<file path="src/design/osrt_pkg.sv">
// shared types and codes of the timer table
package osrt_pkg;
  localparam logic [2:0] REQ_ONCE    = 3'd0;
  localparam logic [2:0] REQ_REPEAT  = 3'd1;
  localparam logic [2:0] REQ_CANCEL  = 3'd2;
  localparam logic [2:0] REQ_PAUSE   = 3'd3;
  localparam logic [2:0] REQ_RESUME  = 3'd4;
  localparam logic [2:0] REQ_ADVANCE = 3'd5;
  localparam logic [1:0] KIND_REPLY = 2'd0;
  localparam logic [1:0] KIND_FIRED = 2'd1;
  localparam logic [1:0] KIND_IDLE  = 2'd2;
  localparam logic [0:0] CFG_RUNNING = 1'd0;
  localparam logic [0:0] CFG_SCALE   = 1'd1;
  typedef struct packed {
    logic [2:0]  req_type;
    logic [31:0] duration;
    logic [31:0] owner_handle;
    logic [31:0] creator_handle;
    logic [31:0] target_id;
    logic [31:0] delta_ticks;
  } in_item_t;
  typedef struct packed {
    logic [1:0]  kind;
    logic        ok;
    logic [31:0] timer_id;
    logic [31:0] owner_out;
    logic        last;
  } out_item_t;
endpackage

</file>
<file path="src/design/one_shot_repeat_timer_table.sv">
// timer table: create, cancel, pause, resume and advance over a slot table
// cancel, pause, resume search slot by slot up to the hit or the first empty slot; cancel
//   then shifts each later slot down by one
// advance: multiply and saturate the scaled delta, walk the slots, fire (output may stall),
//   run catch-up steps, drop a one-shot by shifting, then finish; one 34-bit adder
// one item at a time: in_ready is low from accept until the cycle after the last result
// synchronous active-low reset empties the table, next id 1, running 1, scale 256
module one_shot_repeat_timer_table #(
  parameter int NUM_TIMERS   = 8,
  parameter int MAX_CATCH_UP = 8
) (
  input  logic                clk,
  input  logic                rst_n,
  input  logic                in_valid,
  output logic                in_ready,
  input  osrt_pkg::in_item_t  in_data,
  output logic                out_valid,
  input  logic                out_ready,
  output osrt_pkg::out_item_t out_data,
  input  logic                cfg_we,
  input  logic [0:0]          cfg_index,
  input  logic [15:0]         cfg_wdata
);
  import osrt_pkg::*;

  localparam int IW = (NUM_TIMERS > 1) ? $clog2(NUM_TIMERS) : 1;
  localparam int CW = $clog2(NUM_TIMERS + 1);
  localparam int FW = $clog2(MAX_CATCH_UP + 1);

  typedef enum logic [3:0] {
    S_IDLE, S_SEARCH, S_ACT, S_SHIFT, S_MUL, S_SAT, S_WALK, S_FIRE,
    S_CATCH, S_DONE, S_OUT, S_POST
  } state_t;

  state_t state_r;
  in_item_t req_r;
  logic running_r;
  logic [15:0] scale_r;
  logic [NUM_TIMERS-1:0] vld_r;
  logic [31:0] id_r [NUM_TIMERS];
  logic [31:0] own_r [NUM_TIMERS];
  logic [31:0] cre_r [NUM_TIMERS];
  logic signed [33:0] rem_r [NUM_TIMERS];
  logic [31:0] ivl_r [NUM_TIMERS];
  logic [NUM_TIMERS-1:0] rep_r, pau_r;
  logic [31:0] next_id_r;
  logic [CW-1:0] cnt_r;
  logic [IW-1:0] idx_r, sh_r;
  logic [FW-1:0] fires_r;
  logic any_r;
  logic [31:0] pend_id_r, pend_own_r;
  logic [47:0] prod_r;
  logic [31:0] scaled_r;
  out_item_t out_r;

  // shared adder
  logic signed [33:0] add_a, add_b, add_y;
  assign add_y = add_a + add_b;
  always_comb begin
    add_a = rem_r[idx_r];
    add_b = (state_r == S_WALK) ? -$signed({2'b00, scaled_r})
                                : $signed({2'b00, ivl_r[idx_r]});
  end

  assign in_ready  = (state_r == S_IDLE);
  assign out_valid = (state_r == S_OUT);
  assign out_data  = out_r;

  always_ff @(posedge clk) begin
    if (!rst_n) begin
      state_r <= S_IDLE;
      running_r <= 1'b1;
      scale_r <= 16'd256;
      vld_r <= '0;
      next_id_r <= 32'd1;
      cnt_r <= '0;
      any_r <= 1'b0;
    end else begin
      if (cfg_we) begin
        unique case (cfg_index)
          CFG_RUNNING: running_r <= cfg_wdata[0];
          CFG_SCALE:   scale_r <= cfg_wdata;
          default: ;
        endcase
      end
      unique case (state_r)
        S_IDLE: if (in_valid) begin
          req_r <= in_data;
          idx_r <= '0;
          any_r <= 1'b0;
          unique case (in_data.req_type) inside
            REQ_ONCE, REQ_REPEAT: state_r <= S_ACT;
            REQ_CANCEL, REQ_PAUSE, REQ_RESUME: state_r <= S_SEARCH;
            REQ_ADVANCE: state_r <= S_MUL;
            default: begin
              out_r <= '{KIND_REPLY, 1'b0, 32'd0, 32'd0, 1'b1};
              state_r <= S_OUT;
            end
          endcase
        end
        S_SEARCH: begin
          if (vld_r[idx_r] && id_r[idx_r] == req_r.target_id) begin
            out_r <= '{KIND_REPLY, 1'b1, 32'd0, 32'd0, 1'b1};
            if (req_r.req_type == REQ_CANCEL) begin
              sh_r <= idx_r;
              state_r <= S_SHIFT;
            end else begin
              pau_r[idx_r] <= (req_r.req_type == REQ_PAUSE);
              state_r <= S_OUT;
            end
          end else if (!vld_r[idx_r] || idx_r == IW'(NUM_TIMERS - 1)) begin
            out_r <= '{KIND_REPLY, 1'b0, 32'd0, 32'd0, 1'b1};
            state_r <= S_OUT;
          end else idx_r <= idx_r + 1'b1;
        end
        S_ACT: begin
          if (req_r.duration == 32'd0 || cnt_r == CW'(NUM_TIMERS)) begin
            out_r <= '{KIND_REPLY, 1'b0, 32'd0, 32'd0, 1'b1};
          end else begin
            vld_r[cnt_r[IW-1:0]] <= 1'b1;
            id_r[cnt_r[IW-1:0]] <= next_id_r;
            own_r[cnt_r[IW-1:0]] <= req_r.owner_handle;
            cre_r[cnt_r[IW-1:0]] <= req_r.creator_handle;
            rem_r[cnt_r[IW-1:0]] <= $signed({2'b00, req_r.duration});
            ivl_r[cnt_r[IW-1:0]] <= (req_r.req_type == REQ_REPEAT) ? req_r.duration : 32'd0;
            rep_r[cnt_r[IW-1:0]] <= (req_r.req_type == REQ_REPEAT);
            pau_r[cnt_r[IW-1:0]] <= 1'b0;
            cnt_r <= cnt_r + 1'b1;
            next_id_r <= (next_id_r == 32'hFFFF_FFFF) ? 32'd1 : next_id_r + 32'd1;
            out_r <= '{KIND_REPLY, 1'b1, next_id_r, 32'd0, 1'b1};
          end
          state_r <= S_OUT;
        end
        S_SHIFT: begin
          // move one slot down per cycle
          if (sh_r == IW'(NUM_TIMERS - 1)) begin
            vld_r[sh_r] <= 1'b0;
            cnt_r <= cnt_r - 1'b1;
            state_r <= (req_r.req_type == REQ_ADVANCE) ? S_WALK : S_OUT;
          end else begin
            vld_r[sh_r] <= vld_r[sh_r + 1'b1];
            id_r[sh_r]  <= id_r[sh_r + 1'b1];
            own_r[sh_r] <= own_r[sh_r + 1'b1];
            cre_r[sh_r] <= cre_r[sh_r + 1'b1];
            rem_r[sh_r] <= rem_r[sh_r + 1'b1];
            ivl_r[sh_r] <= ivl_r[sh_r + 1'b1];
            rep_r[sh_r] <= rep_r[sh_r + 1'b1];
            pau_r[sh_r] <= pau_r[sh_r + 1'b1];
            sh_r <= sh_r + 1'b1;
          end
        end
        S_MUL: begin
          prod_r <= 48'(req_r.delta_ticks) * 48'(running_r ? scale_r : 16'd0);
          state_r <= S_SAT;
        end
        S_SAT: begin
          scaled_r <= (prod_r[47:40] != 8'd0) ? 32'hFFFF_FFFF : prod_r[39:8];
          state_r <= S_WALK;
        end
        S_WALK: begin
          if (!vld_r[idx_r]) state_r <= S_DONE;
          else begin
            if (!pau_r[idx_r]) rem_r[idx_r] <= add_y;
            if (!pau_r[idx_r] && add_y <= 0) begin
              fires_r <= FW'(1);
              state_r <= S_FIRE;
            end else if (idx_r == IW'(NUM_TIMERS - 1)) state_r <= S_DONE;
            else idx_r <= idx_r + 1'b1;
          end
        end
        S_FIRE: begin
          // hold the newest fire back so the final one can carry last
          pend_id_r <= id_r[idx_r];
          pend_own_r <= own_r[idx_r];
          any_r <= 1'b1;
          if (any_r) begin
            out_r <= '{KIND_FIRED, 1'b1, pend_id_r, pend_own_r, 1'b0};
            state_r <= S_OUT;
          end else state_r <= S_POST;
        end
        S_POST: begin
          if (!rep_r[idx_r]) begin
            // one-shot leaves the table; walk resumes at the same slot
            sh_r <= idx_r;
            state_r <= S_SHIFT;
          end else state_r <= S_CATCH;
        end
        S_CATCH: begin
          if (fires_r < FW'(MAX_CATCH_UP)) begin
            rem_r[idx_r] <= add_y;
            fires_r <= fires_r + 1'b1;
            if (add_y <= 0) state_r <= S_FIRE;
            else if (idx_r == IW'(NUM_TIMERS - 1)) state_r <= S_DONE;
            else begin idx_r <= idx_r + 1'b1; state_r <= S_WALK; end
          end else begin
            if (rem_r[idx_r] <= 0) rem_r[idx_r] <= $signed({2'b00, ivl_r[idx_r]});
            if (idx_r == IW'(NUM_TIMERS - 1)) state_r <= S_DONE;
            else begin idx_r <= idx_r + 1'b1; state_r <= S_WALK; end
          end
        end
        S_DONE: begin
          if (!any_r) out_r <= '{KIND_IDLE, 1'b1, 32'd0, 32'd0, 1'b1};
          else out_r <= '{KIND_FIRED, 1'b1, pend_id_r, pend_own_r, 1'b1};
          state_r <= S_OUT;
        end
        S_OUT: if (out_ready) begin
          if (out_r.last) state_r <= S_IDLE;
          else state_r <= S_POST;
        end
        default: state_r <= S_IDLE;
      endcase
    end
  end
endmodule

</file>
<file path="config.mk">
export PLATFORM = sky130hd
export DESIGN_NAME = one_shot_repeat_timer_table
export DESIGN_NICKNAME = d
export VERILOG_FILES = /design/src/design/osrt_pkg.sv /design/src/design/one_shot_repeat_timer_table.sv
export SDC_FILE = /design/constraint.sdc
export NUM_CORES = 2
export LEC_CHECK = 0
export BUFFER_PORTS_ARGS = -buffer_cell sky130_fd_sc_hd__buf_2
export CELL_PAD_IN_SITES_DETAIL_PLACEMENT = 0
export CELL_PAD_IN_SITES_GLOBAL_PLACEMENT = 1
export CORE_MARGIN = 4
export CORE_UTILIZATION = 50
export DETAILED_ROUTE_END_ITERATION = 16
export HOLD_SLACK_MARGIN = 0.06
export PLACE_DENSITY = 0.89
export REMOVE_ABC_BUFFERS = 1
export SLEW_MARGIN = 25
export SYNTH_ARGS = -nofsm -noshare
export SYNTH_HDL_FRONTEND = slang
export SYNTH_SLANG_ARGS = --single-unit
</file>
<file path="constraint.sdc">
create_clock -name clk -period 43.4 [get_ports clk]
set_clock_uncertainty 0.1 [all_clocks]
set_input_delay 2.17 -clock clk [delete_from_list [all_inputs] [get_ports clk]]
set_output_delay 2.17 -clock clk [all_outputs]
set_load 0.02 [all_outputs]
</file>
[Word level (Yosys, flattened, before mapping)]
Memory sizes are Yosys's and may differ from the RTL's. A register that Yosys moved wholly into a read port is not among the register bits.
Cells that the tools add are included.
Word-level totals
  flip-flop bits (word level): 403
  memory bits (writable): 1040
  bits of input ports: 185
  output and inout bits: 70
  word-level logic and storage cells: 277
  memories kept: 4
Cells by class
  $add $sub $neg: 8
  $mul: 1
  magnitude comparators: 10
  equality and inequality tests: 45
  mux-type cells: 129
  bitwise gates (word level): 9
  reduce and logical (&&, ||, !) cells: 46
Memory list
  rem_r: words 8, width 34, read ports 2, clocked after Yosys merged registers in 1, wr ports 1, line one_shot_repeat_timer_table.sv:43  | logic signed [33:0] rem_r [NUM_TIMERS];
  id_r: words 8, width 32, read ports 2, clocked after Yosys merged registers in 1, wr ports 1, line one_shot_repeat_timer_table.sv:40  | logic [31:0] id_r [NUM_TIMERS];
  ivl_r: words 8, width 32, read ports 2, clocked after Yosys merged registers in 1, wr ports 1, line one_shot_repeat_timer_table.sv:44  | logic [31:0] ivl_r [NUM_TIMERS];
  own_r: words 8, width 32, read ports 2, clocked after Yosys merged registers in 1, wr ports 1, line one_shot_repeat_timer_table.sv:41  | logic [31:0] own_r [NUM_TIMERS];
Operator list (number)
  $mux 68: 6
  $pmux 68 s5: 1
  $mux 34: 5
  $mux 32: 5
  $reduce_or 32->1: 3
  $mux 4: 20
  $le 34x1->1 const B: 2
  $reduce_or 34->1: 2
  $mux 66: 1
  $mux 8: 8
  $mux 3: 20
  $mul 32x16->48: 1
  $pmux 4 s11: 1
  $bwmux 8: 5
  $mux 1: 38
  $add 34x34->34: 1
  $neg 32->34: 1
  $add 32x1->32 const B: 1
  $eq 32x32->1: 1
  $eq 32x32->1 const B: 1
  $logic_not 32->1: 1
  $pmux 8 s2: 2
  $ne 2x2->1 const B: 14
  $pmux 8 s3: 1
  other kinds (48): 107

[Depth between registers and ports, before layout]
  word-level depth: 11
  depth in mapped cells: 29
  mapped depth without buffers: 26

[Worst setup path before layout]
Ideal clock, no wire load.
  path kind: input to register
  from: input rst_n
  to: memory rem_r[5][0], enable pin
  setup time: 0.425 ns
  arrival: 14.967 ns
  required time: 42.875 ns
  setup slack: 27.908 ns
  cell stages on the path: 6
  buffers on the path: 0
  cell sequence: inv_2 nor3_1 mux2i_1 nor4b_1 a21oi_1 nor2_1
Between the ends
  word-level cells in the longest chain between the ends: 6
  elaborated cells on any way between the ends: 18
  those cells by class: mux (14); bitwise (2); reduce/logical (2)
RTL lines
  start, declared: line one_shot_repeat_timer_table.sv:13  | input logic rst_n,
  $mux 1: line one_shot_repeat_timer_table.sv:70  | if (!rst_n) begin
  $mux 1 (on tied branches): line one_shot_repeat_timer_table.sv:163, one_shot_repeat_timer_table.sv:190
  $or 1x1->1 (no source line) (2 in series)
  $reduce_or 34->1 (no source line)
  $mux 3 (no source line) / $mux 1 (equally long branches)
  end, declared: line one_shot_repeat_timer_table.sv:43
Parallel ways exist; a longest one is shown, timed or not.

[Worst setup path after layout]
  from: register running_r
  to: register prod_r[46], data pin
Between the ends
  word-level cells in the longest chain between the ends: 2
RTL lines
  start, declared: line one_shot_repeat_timer_table.sv:37  | logic running_r;
  start signal, assigned: line one_shot_repeat_timer_table.sv:81  | CFG_RUNNING: running_r <= cfg_wdata[0];
  $mux 16: line one_shot_repeat_timer_table.sv:153  | prod_r <= 48'(req_r.delta_ticks) * 48'(running_r ? scale_r : 16'd0);
  $mul 32x16->48: line one_shot_repeat_timer_table.sv:153
  end signal, assigned: line one_shot_repeat_timer_table.sv:153
  end, declared: line one_shot_repeat_timer_table.sv:52  | logic [47:0] prod_r;
No other way between the ends.
A chain may end at the register's enable or synchronous reset.

==> report_table.html <==
<table>
<tr><th>Metric</th><th>Value</th></tr>
<tr><th colspan="2">Power and ir drop</th></tr>
<tr><td>Pwr Total</td><td>5295 uW</td></tr>
<tr><td>Max VDD drop</td><td>0.05440 mV</td></tr>
<tr><td>Leak pwr</td><td>0.03324 uW</td></tr>
<tr><td>Power per cell area</td><td>57.66 mW/mm^2</td></tr>
<tr><th colspan="2">Placement</th></tr>
<tr><td>Placed Cells</td><td>8086</td></tr>
<tr><td>GPL Wtd Cong</td><td>0.9353</td></tr>
<tr><td>Quantity of I/O buffers inserted on ports</td><td>222</td></tr>
<tr><td>DP HPWL</td><td>141800 um</td></tr>
<tr><td>Standard cell area after detailed placement</td><td>0.08697 sq mm</td></tr>
<tr><th colspan="2">Route</th></tr>
<tr><td>Via-to-Cell Ratio</td><td>6.342</td></tr>
<tr><td>Detailed Route Iter0 Violations</td><td>6369</td></tr>
<tr><td>First-pass DRT Iterations</td><td>9</td></tr>
<tr><td>Routed Antenna Nets</td><td>0</td></tr>
<tr><td>Total Wirelength</td><td>222200 um</td></tr>
<tr><td>Remaining design rule violation count</td><td>0</td></tr>
<tr><td>Avg WL per Cell</td><td>26.55 um</td></tr>
<tr><td>Total vias in the final route</td><td>53070</td></tr>
<tr><th colspan="2">Yosys</th></tr>
<tr><td>Sequential element share of the synthesized area</td><td>0.5211</td></tr>
<tr><td>Synth Register Bits</td><td>1470</td></tr>
<tr><td>Top flip-flop cell by instance count after synthesis</td><td>edfxtp_1</td></tr>
<tr><td>Top cell type's share of synthesized area</td><td>0.5045</td></tr>
<tr><td>Async set-reset flop share out of synthesis</td><td>0</td></tr>
<tr><td>Post-synth cell types</td><td>90</td></tr>
<tr><td>Most area-hungry cell type in the Yosys netlist</td><td>edfxtp_1</td></tr>
<tr><td>Avg Inst Size Synth</td><td>14.02 sq um</td></tr>
<tr><td>Post-synthesis instance area</td><td>0.08339 sq mm</td></tr>
<tr><td>Cell types with the largest area share after synthesis</td><td>edfxtp_1 50%, mux4_2 13%, fa_1 10%</td></tr>
<tr><td>Count of yosys warnings during synthesis</td><td>0</td></tr>
<tr><td>Number of enable-type register cells in the synthesized netlist</td><td>1401</td></tr>
<tr><td>Number of cells produced by synthesis</td><td>5949</td></tr>
<tr><th colspan="2">Floorplan</th></tr>
<tr><td>Horizontal die dimension</td><td>416.4 um</td></tr>
<tr><td>Ports</td><td>255</td></tr>
<tr><td>Die H</td><td>416.4 um</td></tr>
<tr><td>Number of rows created at floorplan</td><td>149</td></tr>
<tr><td>Effective utilization at floorplan</td><td>0.5043</td></tr>
<tr><td>Overall die area</td><td>0.1734 sq mm</td></tr>
<tr><td>Core area</td><td>0.1654 sq mm</td></tr>
<tr><th colspan="2">CTS</th></tr>
<tr><td>Clock H-tree levels</td><td>4</td></tr>
<tr><td>CTS Sinks</td><td>1470</td></tr>
<tr><td>Num CTS Buffers</td><td>154</td></tr>
<tr><td>Quantity of gates resized following cts</td><td>0</td></tr>
<tr><td>CTS clock-pin slew for the worst setup and hold paths</td><td>0.06 ns</td></tr>
<tr><td>Root Buffer Master</td><td>clkbuf_16</td></tr>
<tr><td>Total setup buffers inserted after CTS</td><td>0</td></tr>
<tr><td>Maximum buffer depth of the clock tree</td><td>3</td></tr>
<tr><td>CTS hold repair buffers</td><td>0</td></tr>
<tr><td>TritonCTS clock tree</td><td>built</td></tr>
<tr><td>Worst-skew pair later-pin latency</td><td>0.82 ns</td></tr>
<tr><th colspan="2">Setup path</th></tr>
<tr><td>Most repeated library cell on the critical path</td><td>fa_1</td></tr>
<tr><td>Worst path arrival time</td><td>10.56 ns</td></tr>
<tr><td>Master of the slowest instance on the critical path</td><td>and2_1</td></tr>
<tr><td>Setup crit start kind</td><td>flop</td></tr>
<tr><td>Kind of end point of the critical path</td><td>flop</td></tr>
<tr><td>Cell chain of the critical path</td><td>buf_4 &gt; and2_1 &gt; nand2_1 &gt; fa_1 &gt; inv_1 &gt; fa_1 &gt; fa_1 &gt; fa_1 &gt; fa_1 &gt; inv_1 &gt; fa_1 &gt; inv_1 &gt; ha_1 &gt; nand3_1 &gt; or2_2 &gt; a2111oi_0 &gt; o21ai_0 &gt; o21ai_0 &gt; a211oi_1 &gt; o31ai_1 &gt; a221oi_1 &gt; o21ai_0 &gt; a21oi_1 &gt; xnor2_1</td></tr>
<tr><td>Required @ worst endpoint</td><td>43.86 ns</td></tr>
<tr><td>Slowest stage delay, CP</td><td>0.95 ns</td></tr>
<tr><td>Kind of cell adding the most delay to the critical path</td><td>adder cells</td></tr>
<tr><td>Critical path peak fanout</td><td>123</td></tr>
<tr><td>Crit Path Class</td><td>flop to flop</td></tr>
<tr><td>Buffers and inverters on the worst path</td><td>4</td></tr>
<tr><th colspan="2">Outcome</th></tr>
<tr><td>Run status</td><td>completed</td></tr>
<tr><th colspan="2">Final layout</th></tr>
<tr><td>Share of layout cells above drive strength 1</td><td>0.1953</td></tr>
<tr><td>Fillcell total</td><td>12770</td></tr>
<tr><td>Finished layout cell area</td><td>0.09183 sq mm</td></tr>
<tr><td>Final Instance Count excl. Fillers</td><td>8368</td></tr>
<tr><td>NumNets Final</td><td>6817</td></tr>
<tr><td>Area growth from synthesis to layout</td><td>10.12%</td></tr>
<tr><td>Final standard cell utilization of the core</td><td>0.5553</td></tr>
<tr><th colspan="2">Timing</th></tr>
<tr><td>Setup repair after global routing missed its margin</td><td>no</td></tr>
<tr><td>Worst-margin pin slew</td><td>1.106 ns</td></tr>
<tr><td>Final setup TNS</td><td>0 ns</td></tr>
<tr><td>Final number of max-transition violations</td><td>0</td></tr>
<tr><td>Minimum clock period</td><td>10.10 ns</td></tr>
<tr><td>Number of hold violations in the final report</td><td>0</td></tr>
<tr><td>Final period utilization</td><td>0.2327</td></tr>
<tr><td>Achievable frequency</td><td>0.09900 GHz</td></tr>
<tr><td>Final number of setup-violating endpoints</td><td>0</td></tr>
<tr><td>Slew headroom</td><td>0.2625</td></tr>
<tr><th colspan="2">GRT</th></tr>
<tr><td>Pin count of the biggest net entering global routing</td><td>157</td></tr>
<tr><td>Antenna violations before repair</td><td>8</td></tr>
<tr><td>Overall overflow remaining after global route</td><td>0</td></tr>
<tr><td>GR Util All Layers</td><td>0.2561</td></tr>
<tr><td>First-pass GRT wire length</td><td>337700 um</td></tr>
<tr><td>Number of global-route vias before repair</td><td>54800</td></tr>
<tr><th colspan="2">Worst hold path</th></tr>
<tr><td>Min-Delay Path Class</td><td>flop to flop</td></tr>
<tr><th colspan="2">Job</th></tr>
<tr><td>Max cap viols</td><td>0</td></tr>
</table>
[sequential cells by signal, indices dropped and copies added (netlist names), 8 cells and up, named ones only]
register,cells
rep_r,8
out_data,68
req_r,131
next_id_r,32
own_r,256
prod_r,40
vld_r,8
id_r,256
pend_id_r,32
rem_r,272
scale_r,16
pend_own_r,32
ivl_r,256
pau_r,8
scaled_r,32
[synth_stat cells, types with 156 or more instances]
cell type / instances
nand2_1: 489
mux2i_1: 181
a21oi_1: 231
ha_1: 160
clkbuf_1: 277
and3_1: 220
nor2_1: 281
inv_1: 472
fa_1: 419
mux4_2: 464
edfxtp_1: 1401
o21ai_0: 156
[where the power goes]
group / switching (uW) / internal (uW)
clock network: 552 / 720
logic: 1320 / 861
registers: 98.5 / 1740
[cell type report]
cell class / count / area (sq um) / share of cell area
Multi-Input combinational cell: 3624 / 36990 / 0.4028
Antenna cell: 5 / 12.51 / 0.0001362
Inverter: 474 / 1779 / 0.01937
Tap cell: 2189 / 2739 / 0.02982
Clock buffer: 211 / 4213 / 0.04588
Timing Repair Buffer: 329 / 2009 / 0.02188
Sequential cell: 1470 / 43470 / 0.4733
Clock inverter: 66 / 625.6 / 0.006812
[layout by cell type, fill, tap and decap left out, types with 19 or more instances in the layout]
cell and n:
a211oi_1 24, a21o_1 28, a21oi_1 223, a221oi_1 24
a22o_1 37, a22oi_1 86, and2_1 54, and3_1 220
buf_2 222, buf_4 100, clkbuf_1 47, clkbuf_16 158
clkinv_1 26, dfxtp_1 65, edfxtp_1 1401, fa_1 419
ha_1 158, inv_1 472, mux2_2 99, mux2i_1 181
mux4_2 464, nand2_1 488, nand2b_1 21, nand3_1 93
nand4_1 39, nor2_1 272, nor2b_1 32, nor3_1 47
nor4_1 26, o21ai_0 156, o22ai_1 19, or2_2 38
or3_1 23, xnor2_1 64, xor2_1 80
[cells by family after synthesis]
family	Yosys count	share of synthesized area
DFF	1470	0.5211
and+or+nand+nor	1412	0.08195
buffers and inverters	855	0.03892
muxes	747	0.1609
AOI/OAI and AO/OA	742	0.05741
adders and majority gates	579	0.1246
xor gates and xnor gates	144	0.01512
[metal layers]
layer  vias up  global-route usage  wire [um]
li1      22440                   -          -
met5         -                   0          0
met2      3061              0.4167     107500
met3       523             0.04846      21300
met4         0              0.1105       9750
met1     27040              0.3396      83620
[per-stage QoR]
stage                     hold WS [ns]  setup slack, ns
after global placement          0.3784            33.50
after global routing            0.4095            32.67
after detailed placement        0.3861            33.38
final                           0.3954            33.30
after CTS                       0.3929            33.37
after floorplan                 0.3492            15.00
[path summary, 6_finish.rpt]
kind,start,end,slack [ns],cells after the start
hold / removal,prod_r[32],scaled_r[24],0.40,1
setup / recovery,running_r,prod_r[46],33.30,24
setup reg to reg,running_r,prod_r[46],33.30,24
hold reg to reg,prod_r[32],scaled_r[24],0.40,1
Note: power is estimated with default switching activity, not from simulation.
